## config.mk

```make
export PLATFORM = sky130hd
export DESIGN_NAME = telemetry_frame_builder_flat
export DESIGN_NICKNAME = d
export VERILOG_FILES = /design/src/hw/rtl/tfb_pkg.sv /design/src/hw/rtl/tfb_stream_if.sv /design/src/hw/rtl/telemetry_frame_builder.sv /design/src/hw/rtl/tfb_front.sv /design/src/hw/rtl/tfb_queue.sv /design/src/hw/rtl/tfb_back.sv /design/src/flat_wrapper.sv
export SDC_FILE = /design/constraint.sdc
export NUM_CORES = 1
export LEC_CHECK = 0
export BUFFER_PORTS_ARGS = -buffer_cell sky130_fd_sc_hd__buf_4
export CORE_ASPECT_RATIO = 1.1
export CORE_UTILIZATION = 54
export CTS_CLUSTER_SIZE = 28
export DETAILED_ROUTE_END_ITERATION = 16
export HOLD_SLACK_MARGIN = 0.02
export PLACE_DENSITY = 0.76
export SYNTH_ARGS = -nofsm -noshare
export SYNTH_HDL_FRONTEND = slang
export SYNTH_SLANG_ARGS = --single-unit
export TNS_END_PERCENT = 20
```

## constraint.sdc

```tcl
create_clock -name i_clk -period 3.9 [get_ports i_clk]
set_input_delay 0.195 -clock i_clk [delete_from_list [all_inputs] [get_ports i_clk]]
set_output_delay 0.195 -clock i_clk [all_outputs]
set_load 0.1 [all_outputs]
```

## src/hw/rtl/tfb_pkg.sv

```systemverilog
// types and constants of the telemetry frame builder
// no dependencies
`default_nettype none

package tfb_pkg;

    typedef logic [7:0] t_byte;

    localparam t_byte SYNC_RESET      = 8'hAA;
    localparam int    QUEUE_DEPTH_DEF = 4;

    localparam logic OP_START = 1'b0;
    localparam logic OP_DATA  = 1'b1;

    localparam logic [1:0] HDR_SYNC = 2'd0;
    localparam logic [1:0] HDR_DEST = 2'd1;
    localparam logic [1:0] HDR_ID   = 2'd2;
    localparam logic [1:0] HDR_LEN  = 2'd3;

    typedef enum logic [1:0] {
        CMD_START,
        CMD_DATA,
        CMD_ERROR
    } t_cmd_kind;

    typedef struct packed {
        t_cmd_kind kind;
        t_byte     data;
        t_byte     frame_id;
        t_byte     length;
        logic      last;
    } t_cmd;

    typedef enum logic [1:0] {
        PH_BYTE,
        PH_SUM,
        PH_ADD
    } t_phase;

endpackage

`default_nettype wire

```

## src/hw/rtl/tfb_stream_if.sv

```systemverilog
// valid/ready channel interfaces for input items and frame bytes
// depends on tfb_pkg
`default_nettype none

interface tfb_in_if import tfb_pkg::*; ();
    logic  valid;
    logic  ready;
    logic  operation;
    t_byte dest_addr;
    t_byte frame_id;
    t_byte payload_length;
    t_byte payload_byte;

    modport source (
        output valid, operation, dest_addr, frame_id, payload_length, payload_byte,
        input  ready
    );
    modport sink (
        input  valid, operation, dest_addr, frame_id, payload_length, payload_byte,
        output ready
    );
endinterface

interface tfb_out_if import tfb_pkg::*; ();
    logic  valid;
    logic  ready;
    t_byte out_byte;
    logic  frame_end;
    logic  result_last;
    logic  protocol_error;

    modport source (
        output valid, out_byte, frame_end, result_last, protocol_error,
        input  ready
    );
    modport sink (
        input  valid, out_byte, frame_end, result_last, protocol_error,
        output ready
    );
endinterface

`default_nettype wire

```

## src/hw/rtl/telemetry_frame_builder.sv

```systemverilog
// telemetry frame builder: an accepted item goes into a command queue of QUEUE_DEPTH
// entries, which lets new items in while bytes are still going out; frame bytes leave
// through the output register, one byte a cycle unless stalled; a payload byte gives one
// byte, a start four header bytes, six for zero length, and a closing payload byte three
// reset: no frame open, sums zero, sync byte 0xAA, queue and output register empty
// depends on tfb_pkg, tfb_stream_if, tfb_front, tfb_queue, tfb_back
`default_nettype none

module telemetry_frame_builder import tfb_pkg::*; #(
    parameter int QUEUE_DEPTH = QUEUE_DEPTH_DEF
) (
    input  wire logic  i_clk,
    input  wire logic  i_rst_n,
    input  wire logic  i_cfg_wr_en,
    input  wire t_byte i_cfg_wr_data,
    tfb_in_if.sink     i_in,
    tfb_out_if.source  o_out
);

    logic q_full, q_push, q_valid, q_pop;
    t_cmd front_cmd, head_cmd;

    tfb_front u_front (
        .i_clk            (i_clk),
        .i_rst_n          (i_rst_n),
        .i_valid          (i_in.valid),
        .i_operation      (i_in.operation),
        .i_dest_addr      (i_in.dest_addr),
        .i_frame_id       (i_in.frame_id),
        .i_payload_length (i_in.payload_length),
        .i_payload_byte   (i_in.payload_byte),
        .o_ready          (i_in.ready),
        .i_full           (q_full),
        .o_push           (q_push),
        .o_cmd            (front_cmd)
    );

    tfb_queue #(
        .DEPTH (QUEUE_DEPTH)
    ) u_queue (
        .i_clk   (i_clk),
        .i_rst_n (i_rst_n),
        .i_push  (q_push),
        .i_cmd   (front_cmd),
        .o_full  (q_full),
        .o_valid (q_valid),
        .o_cmd   (head_cmd),
        .i_pop   (q_pop)
    );

    tfb_back u_back (
        .i_clk            (i_clk),
        .i_rst_n          (i_rst_n),
        .i_cfg_wr_en      (i_cfg_wr_en),
        .i_cfg_wr_data    (i_cfg_wr_data),
        .i_head_valid     (q_valid),
        .i_head           (head_cmd),
        .o_pop            (q_pop),
        .o_valid          (o_out.valid),
        .i_ready          (o_out.ready),
        .o_out_byte       (o_out.out_byte),
        .o_frame_end      (o_out.frame_end),
        .o_result_last    (o_out.result_last),
        .o_protocol_error (o_out.protocol_error)
    );

endmodule

`default_nettype wire

```

## src/hw/rtl/tfb_front.sv

```systemverilog
// front end: takes input items, tracks the open frame and issues commands
// depends on tfb_pkg
`default_nettype none

module tfb_front import tfb_pkg::*; (
    input  wire logic  i_clk,
    input  wire logic  i_rst_n,
    input  wire logic  i_valid,
    input  wire logic  i_operation,
    input  wire t_byte i_dest_addr,
    input  wire t_byte i_frame_id,
    input  wire t_byte i_payload_length,
    input  wire t_byte i_payload_byte,
    output logic       o_ready,
    input  wire logic  i_full,
    output logic       o_push,
    output t_cmd       o_cmd
);

    logic  r_frame_open, n_frame_open;
    t_byte r_bytes_left, n_bytes_left;
    logic  accept;

    assign o_ready = !i_full;
    assign accept  = i_valid && o_ready;
    assign o_push  = accept;

    always_comb begin
        n_frame_open   = r_frame_open;
        n_bytes_left   = r_bytes_left;
        o_cmd.kind     = CMD_ERROR;
        o_cmd.data     = '0;
        o_cmd.frame_id = '0;
        o_cmd.length   = '0;
        o_cmd.last     = 1'b1;
        if (i_operation == OP_START) begin
            o_cmd.kind     = CMD_START;
            o_cmd.data     = i_dest_addr;
            o_cmd.frame_id = i_frame_id;
            o_cmd.length   = i_payload_length;
            o_cmd.last     = (i_payload_length == 8'd0);
            n_frame_open   = (i_payload_length != 8'd0);
            n_bytes_left   = i_payload_length;
        end else if (r_frame_open) begin
            o_cmd.kind   = CMD_DATA;
            o_cmd.data   = i_payload_byte;
            o_cmd.last   = (r_bytes_left == 8'd1);
            n_bytes_left = r_bytes_left - 8'd1;
            if (r_bytes_left == 8'd1) begin
                n_frame_open = 1'b0;
            end
        end
    end

    always_ff @(posedge i_clk) begin
        if (!i_rst_n) begin
            r_frame_open <= 1'b0;
            r_bytes_left <= '0;
        end else if (accept) begin
            r_frame_open <= n_frame_open;
            r_bytes_left <= n_bytes_left;
        end
    end

endmodule

`default_nettype wire

```

## src/hw/rtl/tfb_queue.sv

```systemverilog
// short command queue between front end and byte sequencer
// depends on tfb_pkg
`default_nettype none

module tfb_queue import tfb_pkg::*; #(
    parameter int DEPTH = QUEUE_DEPTH_DEF
) (
    input  wire logic i_clk,
    input  wire logic i_rst_n,
    input  wire logic i_push,
    input  wire t_cmd i_cmd,
    output logic      o_full,
    output logic      o_valid,
    output t_cmd      o_cmd,
    input  wire logic i_pop
);

    localparam int AW = (DEPTH > 1) ? $clog2(DEPTH) : 1;
    localparam int CW = $clog2(DEPTH + 1);

    t_cmd          r_mem [DEPTH];
    logic [AW-1:0] r_wr_ptr, r_rd_ptr;
    logic [CW-1:0] r_count;
    logic          do_push, do_pop;

    assign o_full  = (r_count == CW'(DEPTH));
    assign o_valid = (r_count != '0);
    assign o_cmd   = r_mem[r_rd_ptr];
    assign do_push = i_push && !o_full;
    assign do_pop  = i_pop && o_valid;

    always_ff @(posedge i_clk) begin
        if (do_push) begin
            r_mem[r_wr_ptr] <= i_cmd;
        end
    end

    always_ff @(posedge i_clk) begin
        if (!i_rst_n) begin
            r_wr_ptr <= '0;
            r_rd_ptr <= '0;
            r_count  <= '0;
        end else begin
            if (do_push) begin
                r_wr_ptr <= (r_wr_ptr == AW'(DEPTH - 1)) ? '0 : r_wr_ptr + AW'(1);
            end
            if (do_pop) begin
                r_rd_ptr <= (r_rd_ptr == AW'(DEPTH - 1)) ? '0 : r_rd_ptr + AW'(1);
            end
            if (do_push && !do_pop) begin
                r_count <= r_count + CW'(1);
            end else if (do_pop && !do_push) begin
                r_count <= r_count - CW'(1);
            end
        end
    end

endmodule

`default_nettype wire

```

## src/hw/rtl/tfb_back.sv

```systemverilog
// byte sequencer: expands commands into frame bytes, keeps both checks,
// holds the sync register and the output register; depends on tfb_pkg
`default_nettype none

module tfb_back import tfb_pkg::*; (
    input  wire logic  i_clk,
    input  wire logic  i_rst_n,
    input  wire logic  i_cfg_wr_en,
    input  wire t_byte i_cfg_wr_data,
    input  wire logic  i_head_valid,
    input  wire t_cmd  i_head,
    output logic       o_pop,
    output logic       o_valid,
    input  wire logic  i_ready,
    output t_byte      o_out_byte,
    output logic       o_frame_end,
    output logic       o_result_last,
    output logic       o_protocol_error
);

    t_byte      r_sync;
    t_byte      r_sum, n_sum;
    t_byte      r_add, n_add;
    t_phase     r_phase, n_phase;
    logic [1:0] r_hdr_idx, n_hdr_idx;
    logic       r_valid;
    t_byte      r_out_byte;
    logic       r_frame_end, r_result_last, r_protocol_error;

    logic  load, go, done, fend, perr;
    t_byte byte_val, base_sum, base_add;

    assign load = !r_valid || i_ready;
    assign go   = i_head_valid && load;

    always_comb begin
        n_phase   = r_phase;
        n_hdr_idx = r_hdr_idx;
        n_sum     = r_sum;
        n_add     = r_add;
        byte_val  = '0;
        done      = 1'b0;
        fend      = 1'b0;
        perr      = 1'b0;
        base_sum  = r_sum;
        base_add  = r_add;
        case (r_phase)
            PH_BYTE: begin
                case (i_head.kind)
                    CMD_START: begin
                        case (r_hdr_idx)
                            HDR_SYNC: begin
                                byte_val = r_sync;
                                base_sum = '0;
                                base_add = '0;
                            end
                            HDR_DEST: byte_val = i_head.data;
                            HDR_ID:   byte_val = i_head.frame_id;
                            HDR_LEN:  byte_val = i_head.length;
                            default:  byte_val = '0;
                        endcase
                        if (r_hdr_idx == HDR_LEN) begin
                            n_hdr_idx = HDR_SYNC;
                            if (i_head.last) begin
                                n_phase = PH_SUM;
                            end else begin
                                done = 1'b1;
                            end
                        end else begin
                            n_hdr_idx = r_hdr_idx + 2'd1;
                        end
                    end
                    CMD_DATA: begin
                        byte_val = i_head.data;
                        if (i_head.last) begin
                            n_phase = PH_SUM;
                        end else begin
                            done = 1'b1;
                        end
                    end
                    default: begin
                        done = 1'b1;
                        perr = 1'b1;
                    end
                endcase
                if (i_head.kind != CMD_ERROR) begin
                    n_sum = base_sum + byte_val;
                    n_add = base_add + n_sum;
                end
            end
            PH_SUM: begin
                byte_val = r_sum;
                n_phase  = PH_ADD;
            end
            PH_ADD: begin
                byte_val = r_add;
                fend     = 1'b1;
                done     = 1'b1;
                n_phase  = PH_BYTE;
            end
            default: begin
                n_phase = PH_BYTE;
            end
        endcase
    end

    assign o_pop = go && done;

    always_ff @(posedge i_clk) begin
        if (!i_rst_n) begin
            r_sync    <= SYNC_RESET;
            r_sum     <= '0;
            r_add     <= '0;
            r_phase   <= PH_BYTE;
            r_hdr_idx <= HDR_SYNC;
            r_valid   <= 1'b0;
        end else begin
            if (i_cfg_wr_en) begin
                r_sync <= i_cfg_wr_data;
            end
            if (go) begin
                r_sum     <= n_sum;
                r_add     <= n_add;
                r_phase   <= n_phase;
                r_hdr_idx <= n_hdr_idx;
                r_valid   <= 1'b1;
            end else if (i_ready) begin
                r_valid <= 1'b0;
            end
        end
    end

    always_ff @(posedge i_clk) begin
        if (go) begin
            r_out_byte       <= byte_val;
            r_frame_end      <= fend;
            r_result_last    <= done;
            r_protocol_error <= perr;
        end
    end

    assign o_valid          = r_valid;
    assign o_out_byte       = r_out_byte;
    assign o_frame_end      = r_frame_end;
    assign o_result_last    = r_result_last;
    assign o_protocol_error = r_protocol_error;

endmodule

`default_nettype wire

```

## src/flat_wrapper.sv

```systemverilog
// flat-port wrapper written by rule: the top's interface ports become plain ports
module telemetry_frame_builder_flat import tfb_pkg::*;
#(
    parameter int QUEUE_DEPTH = QUEUE_DEPTH_DEF
)
  (i_clk, i_rst_n, i_cfg_wr_en, i_cfg_wr_data, i_in_valid, i_in_operation, i_in_dest_addr, i_in_frame_id, i_in_payload_length, i_in_payload_byte, i_in_ready, o_out_valid, o_out_out_byte, o_out_frame_end, o_out_result_last, o_out_protocol_error, o_out_ready);
  tfb_in_if i_in_i ();
  tfb_out_if o_out_i ();
  input  wire logic i_clk;
  input  wire logic i_rst_n;
  input  wire logic i_cfg_wr_en;
  input  wire t_byte i_cfg_wr_data;
  input wire logic [$bits(i_in_i.valid)-1:0] i_in_valid;
  input wire logic [$bits(i_in_i.operation)-1:0] i_in_operation;
  input wire logic [$bits(i_in_i.dest_addr)-1:0] i_in_dest_addr;
  input wire logic [$bits(i_in_i.frame_id)-1:0] i_in_frame_id;
  input wire logic [$bits(i_in_i.payload_length)-1:0] i_in_payload_length;
  input wire logic [$bits(i_in_i.payload_byte)-1:0] i_in_payload_byte;
  output wire logic [$bits(i_in_i.ready)-1:0] i_in_ready;
  output wire logic [$bits(o_out_i.valid)-1:0] o_out_valid;
  output wire logic [$bits(o_out_i.out_byte)-1:0] o_out_out_byte;
  output wire logic [$bits(o_out_i.frame_end)-1:0] o_out_frame_end;
  output wire logic [$bits(o_out_i.result_last)-1:0] o_out_result_last;
  output wire logic [$bits(o_out_i.protocol_error)-1:0] o_out_protocol_error;
  input wire logic [$bits(o_out_i.ready)-1:0] o_out_ready;
  assign i_in_i.valid = i_in_valid;
  assign i_in_i.operation = i_in_operation;
  assign i_in_i.dest_addr = i_in_dest_addr;
  assign i_in_i.frame_id = i_in_frame_id;
  assign i_in_i.payload_length = i_in_payload_length;
  assign i_in_i.payload_byte = i_in_payload_byte;
  assign i_in_ready = i_in_i.ready;
  assign o_out_valid = o_out_i.valid;
  assign o_out_out_byte = o_out_i.out_byte;
  assign o_out_frame_end = o_out_i.frame_end;
  assign o_out_result_last = o_out_i.result_last;
  assign o_out_protocol_error = o_out_i.protocol_error;
  assign o_out_i.ready = o_out_ready;
  telemetry_frame_builder #(.QUEUE_DEPTH(QUEUE_DEPTH)) u_core (.i_clk(i_clk), .i_rst_n(i_rst_n), .i_cfg_wr_en(i_cfg_wr_en), .i_cfg_wr_data(i_cfg_wr_data), .i_in(i_in_i), .o_out(o_out_i));
endmodule
```

# [After elaboration in Yosys (flattened, before gate mapping)]
# Memory sizes are Yosys's and may differ from the RTL's. A register that Yosys moved wholly into a read port is not among the register bits.
# Cells that the tools add are included.
[word_totals] elab_cells=104 ramBits=108 reg_bits=56 out_inout_bits=13 mem_count=1
[classes] n_mux=41 n_addsub=8 n_reduce_logical=25 n_eq_ne=14
[mem_list] memory="u_core.u_queue.r_mem" words=4 width=27 rd=1 rd_clocked_by_memory_dff=1 wr=1 line_no="tfb_queue.sv:21" text="t_cmd r_mem [DEPTH];"
[ops] cell="8-bit 2-to-1 mux" n=9
[ops] cell="8-bit case mux with 4 select lines" n=1
[ops] cell="8-bit case mux with 3 select lines" n=1
[ops] cell="10-bit 2-to-1 mux" n=2
[ops] cell="8-bit adder" n=2
[ops] cell="16-bit 2-to-1 mux" n=1
[ops] cell="8-bit case mux with 2 select lines" n=1
[ops] cell="2-bit 2-to-1 mux" n=7
[ops] cell="1-bit 2-to-1 mux" n=13
[ops] cell="2-bit equality test (second input constant)" n=5
[ops] cell="3-bit AND reduction" n=3
[ops] cell="8-bit by 1-bit equality test with 1-bit output (second input constant)" n=1
[ops] cell="8-bit logical NOT" n=1
[ops] cell="2-bit case mux with 2 select lines" n=2
[ops] cell="8-bit nonzero test" n=1
[ops] cell="8-bit by 1-bit subtractor with 8-bit output (second input constant)" n=1
[ops] cell="1-bit logical AND" n=7
[ops] cell="2-bit by 1-bit adder with 2-bit output (second input constant)" n=3
[ops] cell="2-bit by 1-bit equality test with 1-bit output (second input constant)" n=3
[ops] cell="2-bit logical NOT" n=3
[ops] cell="3-bit 2-to-1 mux" n=2
[ops] cell="1-bit logical NOT" n=4
[ops] cell="1-bit case mux with 2 select lines" n=2
[ops] cell="2-bit nonzero test" n=2
[ops] cell="other kinds (11)" n=11

# [Logic depth before layout (Yosys ltp)]
# Gate-level depths: netlist of the first run.
[depth] ltp_word=9 depth_mapped=23 mapped_depth_nobuf=21

# [Cells and area by module]
# From an unflattened synthesis of the first run, not the netlist that was laid out.
[hier_totals] cells_unflattened=659 hier_area_um2=8125.3
[by_module_without_submodules] mod="tfb_queue" cells_each=192 instances=1 area_per_inst_um2=4425.5 seq_area_each_um2=3423.3
[by_module_without_submodules] mod="tfb_back" cells_each=349 instances=1 area_per_inst_um2=2896.5 seq_area_each_um2=910.9
[by_module_without_submodules] mod="tfb_front" cells_each=118 instances=1 area_per_inst_um2=803.3 seq_area_each_um2=180.2

# [Least setup slack after synthesis of the first run]
# OpenSTA, ideal clock, no wires.
[synth_timing] path_kind="register to register" from="reg with a tool-made name" to="reg u_core.u_back.r_add[7]" synth_period_minus_slack_ps=4299 arrival_ps=4169 path_slack_ps=-399 required_ps=3770 path_stages_with_launch=23 path_cell_list="dfxtp_1 > buf_4 > buf_4 > mux4_2 > a221oi_1 > o21ai_0 > o21ai_0 > a21oi_1 > ha_1 > inv_1 > fa_1 > nor2b_1 > o21ai_0 > a21boi_0 > o21ai_0 > nor3b_1 > nor2_1 > ha_1 > a21o_1 > a31oi_1 > xnor3_1 > nand4_1 > nand4b_1"
[synth_lines] element="end signal: assignment" line_no="tfb_back.sv:123" text="r_add <= n_add;"
[synth_lines] element="end: declaration" line_no="tfb_back.sv:23" text="t_byte r_add, n_add;"

==> results.md, run 1 <==
- Status: finished with violations
- Failing checks: setup timing
- Max_slew headroom: 33.3%
- Cts bufs inserted: 17
- Worst R2R Setup Slack: -0.28 ns
- Diode count: 0
- Crit path launch type: register
- Post-route DRC violation count: 0
- FF+latch count, synth: 166
- Max stage delay on crit path: 0.53 ns
- Final setup margin: -0.279 ns
- RD Place Congestion: 0.891
- Sequential area share after synthesis: 57.4%
- Max cap viols: 0
- Fin crit share: 107%
- Critical Path RT: 4.21 ns
- TritonCTS clock tree: built
- IO Pins: 59
- First-pass GRT wire length: 28400 µm
- Netlist Area Pre-Place: 7870 µm²
- Setup TNS: -0.350 ns
- Chip Height: 129 µm
- Crit path DAT: 4.48 ns
- Syn Area/Cell: 12.6 µm²
- Avg WL per Cell: 18.9 µm
- Main synth FF type: edfxtp_1
- Placed cells: 907
- Crit path kind: register to register
- Critical Path End: u_core.u_back.r_add[7]$_SDFFE_PN0P_
- # rows: 45
- Most used cell, CP: o21ai_1
- Fillers: 986
- DP Wirelength: 12100 µm
- Initial Utilization: 56.1%
- Setup Skew: 0.00923 ns
- Synth-to-layout area growth: 24.3%
- Vias in the first global route: 5628
- Routed Antenna Nets: 0
- H-Tree Depth: 4
- CP max-delay cell: mux4_2
- Final Non-Filler Cells: 952
- Final count of pins violating max slew: 0
- Crit-path max FO: 6
- Cell-by-cell trace of the critical path: buf_6 -> mux4_2 -> a221oi_2 -> o21ai_1 -> o21ai_1 -> a21oi_2 -> ha_2 -> inv_2 -> fa_2 -> nor2b_1 -> o21ai_1 -> a21boi_1 -> o21ai_1 -> nor3b_2 -> nor2_1 -> ha_1 -> a21o_1 -> a31oi_2 -> xnor3_1 -> o2111ai_1 -> nand4b_1
- Final hold viol count: 0
- Layout cells sized above 1: 27.5%
- Later-pin clock latency in the skew report: 0.43 ns
- IO buf count: 58
- Worst r2r dst: u_core.u_back.r_add[7]$_SDFFE_PN0P_
- Gate Count Post-Synth: 627
- Final setup vio count: 2
- Worst-case reg-to-reg path depth: 21
- Max rail drop VDD: 0.505 mV
- Async SR Flop Fraction: 0%
- Netlist cell types: 57
- Class of the worst hold path: input port to register
- DRT Pass-1 Iters: 5
- Largest net degree at the start of global routing: 50
- Vias post-DR: 5449
- NumNets Final: 826
- Measured slew at the worst slew-check pin: 0.997 ns
- Clock sinks: 166
- Detailed router's first-iteration violation count: 310
- Clock buffer depth: 2
- Antenna violations before repair: 0
- Pwr dens: 776 nW/µm²
- Final WL: 18000 µm
- Vias per inst: 5.72
- Post-route minimum period: 4.18 ns
- Mapped Nets: 702
- Reg clk slew, reported paths: 0.07 ns
- Number of synthesized flops with an enable pin: 119
- Nature of the critical path endpoint: register
- GRT Total Usage: 25.9%
- Die ar.: 15100 µm²
- Die W: 117 µm
- Fmax: 239 MHz
- Unrepaired setup endpoints after global routing: true
- Grt ovf: 0
- Core area: 14000 µm²
- CTS root buf: clkbuf_16
- Synthesis warning total: 0
- Leak Pwr: 3.79 nW
-- critical path: cells and delay by family, from the launching register on --
| kind | cells | cell delay (ns) |
|---|---|---|
| and+or+nand+nor | 4 | 0.45 |
| adders and majority gates | 3 | 0.72 |
| buffers and inverters | 2 | 0.20 |
| muxes | 1 | 0.53 |
| DFF | 1 | 0.40 |
| AOI/OAI and AO/OA | 10 | 1.45 |
| xor gates and xnor gates | 1 | 0.28 |
-- logic make-up after synthesis --
family	share of synthesized area, %
AOI/OAI and AO/OA	11.8
xor gates and xnor gates	1.29
adders and majority gates	4.90
buffers and inverters	3.12
DFF	57.4
muxes	10.2
and+or+nand+nor	11.3
-- through the flow --
stage                     utilization, %  power (mW)  area [µm²]  worst slack (ns)  hold slack, ns
after floorplan                        -        4.53        7920          -0.00680           0.323
after global placement              63.6        5.43        8920            -0.195           0.408
after detailed placement            63.6        5.52        8920            -0.234           0.422
after CTS                           69.3        7.54        9720            -0.215          0.0253
after global routing                69.8        7.98        9780            -0.525          0.0468
final                               69.8        7.59        9780            -0.279          0.0329
-- worst min path at each step --
stage / from / endpoint / slack [ns] / depth (start not counted)
after floorplan: i_cfg_wr_data[1] / u_core.u_back.r_sync[1]$_SDFFE_PN1P_ / 0.32 / 2
after global placement: i_cfg_wr_data[5] / u_core.u_back.r_sync[5]$_SDFFE_PN1P_ / 0.41 / 3
after detailed placement: i_cfg_wr_data[7] / u_core.u_back.r_sync[7]$_SDFFE_PN1P_ / 0.42 / 3
after CTS: i_cfg_wr_data[4] / u_core.u_back.r_sync[4]$_SDFFE_PN0P_ / 0.03 / 3
after global routing: i_cfg_wr_data[4] / u_core.u_back.r_sync[4]$_SDFFE_PN0P_ / 0.05 / 3
final: i_cfg_wr_data[4] / u_core.u_back.r_sync[4]$_SDFFE_PN0P_ / 0.03 / 3
-- final cells by class --
cell class              instances  area [µm²]  area share, %
well taps                     188         235           2.41
inverters                      28         105           1.07
flip-flops and latches        166        4520           46.2
repair buffers                135        1040           10.7
clock inverters                14         256           2.62
multi-input cells             403        3190           32.6
clock buffers                  18         429           4.39
-- routing by layer --
layer	vias up	share of wire, %	track usage [%]
met5	-	0	0
met4	0	2.9	12.6
met3	43	4.0	5.04
met2	148	53	47.3
met1	2677	40	28.5
li1	2581	-	-
-- Yosys cell counts (2+ instances only) --
master	number	area (µm²)
a211oi_1	3	22.5
a21boi_0	19	143
a21boi_1	2	15.0
a21o_1	6	45.0
a21oi_1	22	110
a221oi_1	6	52.6
a22o_1	8	70.1
a31oi_1	7	43.8
a41oi_1	2	17.5
and2_1	24	150
and3_1	6	37.5
buf_1	2	7.51
buf_4	5	37.5
clkbuf_1	21	78.8
dfxtp_1	47	941
edfxtp_1	119	3570
fa_1	3	60.1
ha_1	26	325
inv_1	26	97.6
mux2_2	2	22.5
mux2i_1	22	220
mux4_2	25	563
nand2_1	63	236
nand2b_1	3	18.8
nand3_1	5	25.0
nand4_1	4	25.0
nand4b_1	2	17.5
nor2_1	25	93.8
nor2b_1	33	206
nor3_1	5	25.0
nor3b_1	2	15.0
nor4_1	3	18.8
o2111ai_1	2	17.5
o211a_1	2	20.0
o21ai_0	38	190
o21ai_1	3	15.0
o21bai_1	2	15.0
o221a_2	2	22.5
o22a_1	3	26.3
o22ai_1	3	18.8
xnor2_1	6	52.6
xor2_1	3	26.3
-- layout by cell type (no fill, tap or decap), types with 5 or more instances in the layout --
cell type / count
nand3_1: 5
nor2b_1: 33
a21boi_0: 16
dfxtp_1: 46
ha_1: 25
nor2_1: 25
mux2i_1: 22
a21oi_1: 20
mux4_2: 25
a21boi_1: 5
o21ai_1: 7
nand2_1: 63
and3_1: 6
a31oi_1: 6
xnor2_1: 5
and2_1: 24
a22o_1: 8
edfxtp_1: 119
a21o_1: 6
o21ai_0: 32
dlygate4sd3_1: 6
nor3_1: 5
a221oi_2: 6
bufinv_16: 6
inv_1: 25
clkbuf_16: 17
buf_4: 127
-- where the power goes --
part	internal, mW	total [mW]	switching [mW]
registers	2.22	2.39	0.165
logic	1.40	3.26	1.86
clock network	1.22	1.94	0.719
-- state kept, by name (all words and copies together), names as in the netlist, named ones only --
name                            count
u_core.u_queue.r_mem              108
u_core.u_back.o_out_byte            8
u_core.u_back.r_add                 8
u_core.u_back.r_sum                 8
u_core.u_back.r_sync                8
u_core.u_front.r_bytes_left         8
u_core.u_queue.r_count              3
u_core.u_back.r_hdr_idx             2
u_core.u_back.r_phase               2
u_core.u_queue.r_rd_ptr             2
u_core.u_queue.r_wr_ptr             2
u_core.u_back.o_frame_end           1
u_core.u_back.o_protocol_error      1
u_core.u_back.o_result_last         1
u_core.u_back.o_valid               1
u_core.u_front.r_frame_open         1
-- timing repair --
item	in CTS	in global routing
gates cloned	0	0
setup buffers	4	3
pin swaps	11	15
hold endpoints to repair	6	0
hold buffers	6	0
resized for setup	9	7
setup endpoints to repair	3	5
Note: power is estimated with default switching activity, not from simulation.
==> inputs of run 2 (changes only) <==
--- a/config.mk
+++ b/config.mk
@@ -8,6 +8,7 @@
 export BUFFER_PORTS_ARGS = -buffer_cell sky130_fd_sc_hd__buf_4
 export CORE_ASPECT_RATIO = 1.1
 export CORE_UTILIZATION = 54
+export CTS_BUF_LIST = sky130_fd_sc_hd__clkbuf_16
 export CTS_CLUSTER_SIZE = 28
 export DETAILED_ROUTE_END_ITERATION = 16
 export HOLD_SLACK_MARGIN = 0.02
==> run 2 against run 1 <==
Core utilization unchanged. Via count hardly changed. Highest routed layer unchanged. Clock power hardly changed. Largest cell class unchanged. Sequential power about the same. Clock-buffer cell count is 1 lower. The run still ends with setup timing left. Maximum frequency is essentially flat. Final cell count unchanged. Register-to-register slack barely moved.
==> results.md, run 2 (synthesis results as in run 1) <==
- First-pass GRT wire length: 28400 µm
- Clock buffer depth: 2
- Post-route DRC violation count: 0
- Measured slew at the worst slew-check pin: 0.988 ns
- DRT Pass-1 Iters: 5
- Max stage delay on crit path: 0.53 ns
- Max rail drop VDD: 0.505 mV
- Die W: 117 µm
- Cell-by-cell trace of the critical path: buf_6 -> mux4_2 -> a221oi_2 -> o21ai_1 -> o21ai_1 -> a21oi_2 -> ha_2 -> inv_2 -> fa_2 -> nor2b_1 -> o21ai_1 -> a21boi_1 -> o21ai_1 -> nor3b_2 -> nor2_1 -> ha_1 -> a21o_1 -> a31oi_2 -> xnor3_1 -> o2111ai_1 -> nand4b_1
- Vias in the first global route: 5628
- Crit path kind: register to register
- Fin util: 69.8%
- Clock sinks: 166
- # rows: 45
- NumNets Final: 826
- Unrepaired setup endpoints after global routing: true
- WP buf/inv: 2
- Cts bufs inserted: 17
- Nature of the critical path endpoint: register
- Antenna violations before repair: 0
- Avg WL per Cell: 18.9 µm
- Final instance area: 9780 µm²
- H-Tree Depth: 4
- Initial Utilization: 56.1%
- Fin crit share: 107%
- Class of the worst hold path: input port to register
- CTS root buf: clkbuf_16
- Max cap viols: 0
- Final count of pins violating max slew: 0
- Final setup margin: -0.283 ns
- Hold_ws: 0.0327 ns
- IO Pins: 59
- Diode count: 0
- Overall power after layout: 7.58 mW
- Crit-path max FO: 6
- Pwr dens: 775 nW/µm²
- Layout cells sized above 1: 27.5%
- Final WL: 18000 µm
- Most flops, register: u_core.u_queue.r_mem
- Die ar.: 15100 µm²
- Max FFs per register: 108
- Final setup vio count: 2
- Fmax: 239 MHz
- Most common cell after layout, fill and taps aside: buf_4
- Grt ovf: 0
- Min-delay src: i_cfg_wr_data[4]
- CP top delay family: compound AO/OA/AOI/OAI gates
- Failing checks: setup timing
- Crit path DAT: 4.49 ns
- Synth-to-layout area growth: 24.3%
- Crit path launch type: register
- Critical Path RT: 4.21 ns
- Max_slew headroom: 33.9%
- Chip Height: 129 µm
- Most used cell, CP: o21ai_1
- Reg clk slew, reported paths: 0.07 ns
- Most frequent cells in the layout: buf_4 (127), edfxtp_1 (119), nand2_1 (63)
- Setup Skew: 0.00926 ns
- Later-pin clock latency in the skew report: 0.43 ns
- Core area: 14000 µm²
- Routed Antenna Nets: 0
- IO buf count: 58
- Largest net degree at the start of global routing: 50
- Fillers: 986
- Area post-placement: 8920 µm²
- Vias post-DR: 5445
- Status: finished with violations
- Leak Pwr: 3.80 nW
- Post-route minimum period: 4.18 ns
- Detailed router's first-iteration violation count: 306
- Final hold viol count: 0
- CP max-delay cell: mux4_2
- TritonCTS clock tree: built
- Vias per inst: 5.72
- DP Wirelength: 12100 µm
- GRT Total Usage: 25.9%
- RD Place Congestion: 0.891
==> run 2: cell types whose count changed in the layout (fill, tap and decap cells not counted), sizes merged <==
cell	before	now
clkbuf	18	17
inv	34	35
==> run 2: metal layers <==
layer  wire length, µm  GRT usage, %  vias up
li1                  -             -     2581
met1              7130          28.5     2667
met2              9600          47.3      154
met3               741          5.04       43
met4               526          12.6        0
met5                 0             0        -
==> run 2: worst reg2reg max path, delay by kind of cell (launching register included) <==
family | cells | cell delay (ns)
mux | 1 | 0.53
flops | 1 | 0.40
fa+ha+maj | 3 | 0.72
buf+inv | 2 | 0.20
xor+xnor | 1 | 0.29
compound gates | 10 | 1.47
simple gates | 4 | 0.45
==> run 2: where the power goes <==
part / internal, mW / switching [mW]
clock: 1.22 / 0.719
sequential: 2.22 / 0.165
combinational: 1.40 / 1.86
==> run 2: path summary, 6_finish.rpt <==
| kind | end | slack, ns | depth (start not counted) |
|---|---|---|---|
| hold / removal | u_core.u_back.r_sync[4]$_SDFFE_PN0P_ | 0.03 | 3 |
| hold reg to reg | u_core.u_back.r_add[4]$_SDFFE_PN0P_ | 0.48 | 2 |
| setup / recovery | u_core.u_back.r_add[7]$_SDFFE_PN0P_ | -0.28 | 21 |
| setup reg to reg | u_core.u_back.r_add[7]$_SDFFE_PN0P_ | -0.28 | 21 |
==> run 2: through the flow <==
step                      TNS (ns)  worst slack, ns  cells
final                       -0.354           -0.283    952
after global routing         -1.07           -0.525    952
after CTS                   -0.238           -0.215    949
after detailed placement    -0.468           -0.234    907
after global placement      -0.235           -0.195    907
after floorplan           -0.00680         -0.00680    627
==> run 2: layout make-up <==
| type | instances | area [µm²] | share of cell area [%] |
|---|---|---|---|
| inverters | 28 | 105 | 1.07 |
| clock inverters | 15 | 260 | 2.66 |
| flip-flops and latches | 166 | 4520 | 46.2 |
| clock buffers | 17 | 425 | 4.35 |
| repair buffers | 135 | 1040 | 10.7 |
| well taps | 188 | 235 | 2.41 |
| multi-input cells | 403 | 3190 | 32.6 |
==> run 2: timing repair <==
action	CTS	global route
gates resized for setup	9	7
setup endpoints to repair	3	5
buffers inserted	4	3
hold buffers	6	0
hold endpoints to repair	6	0
pin swaps	11	15
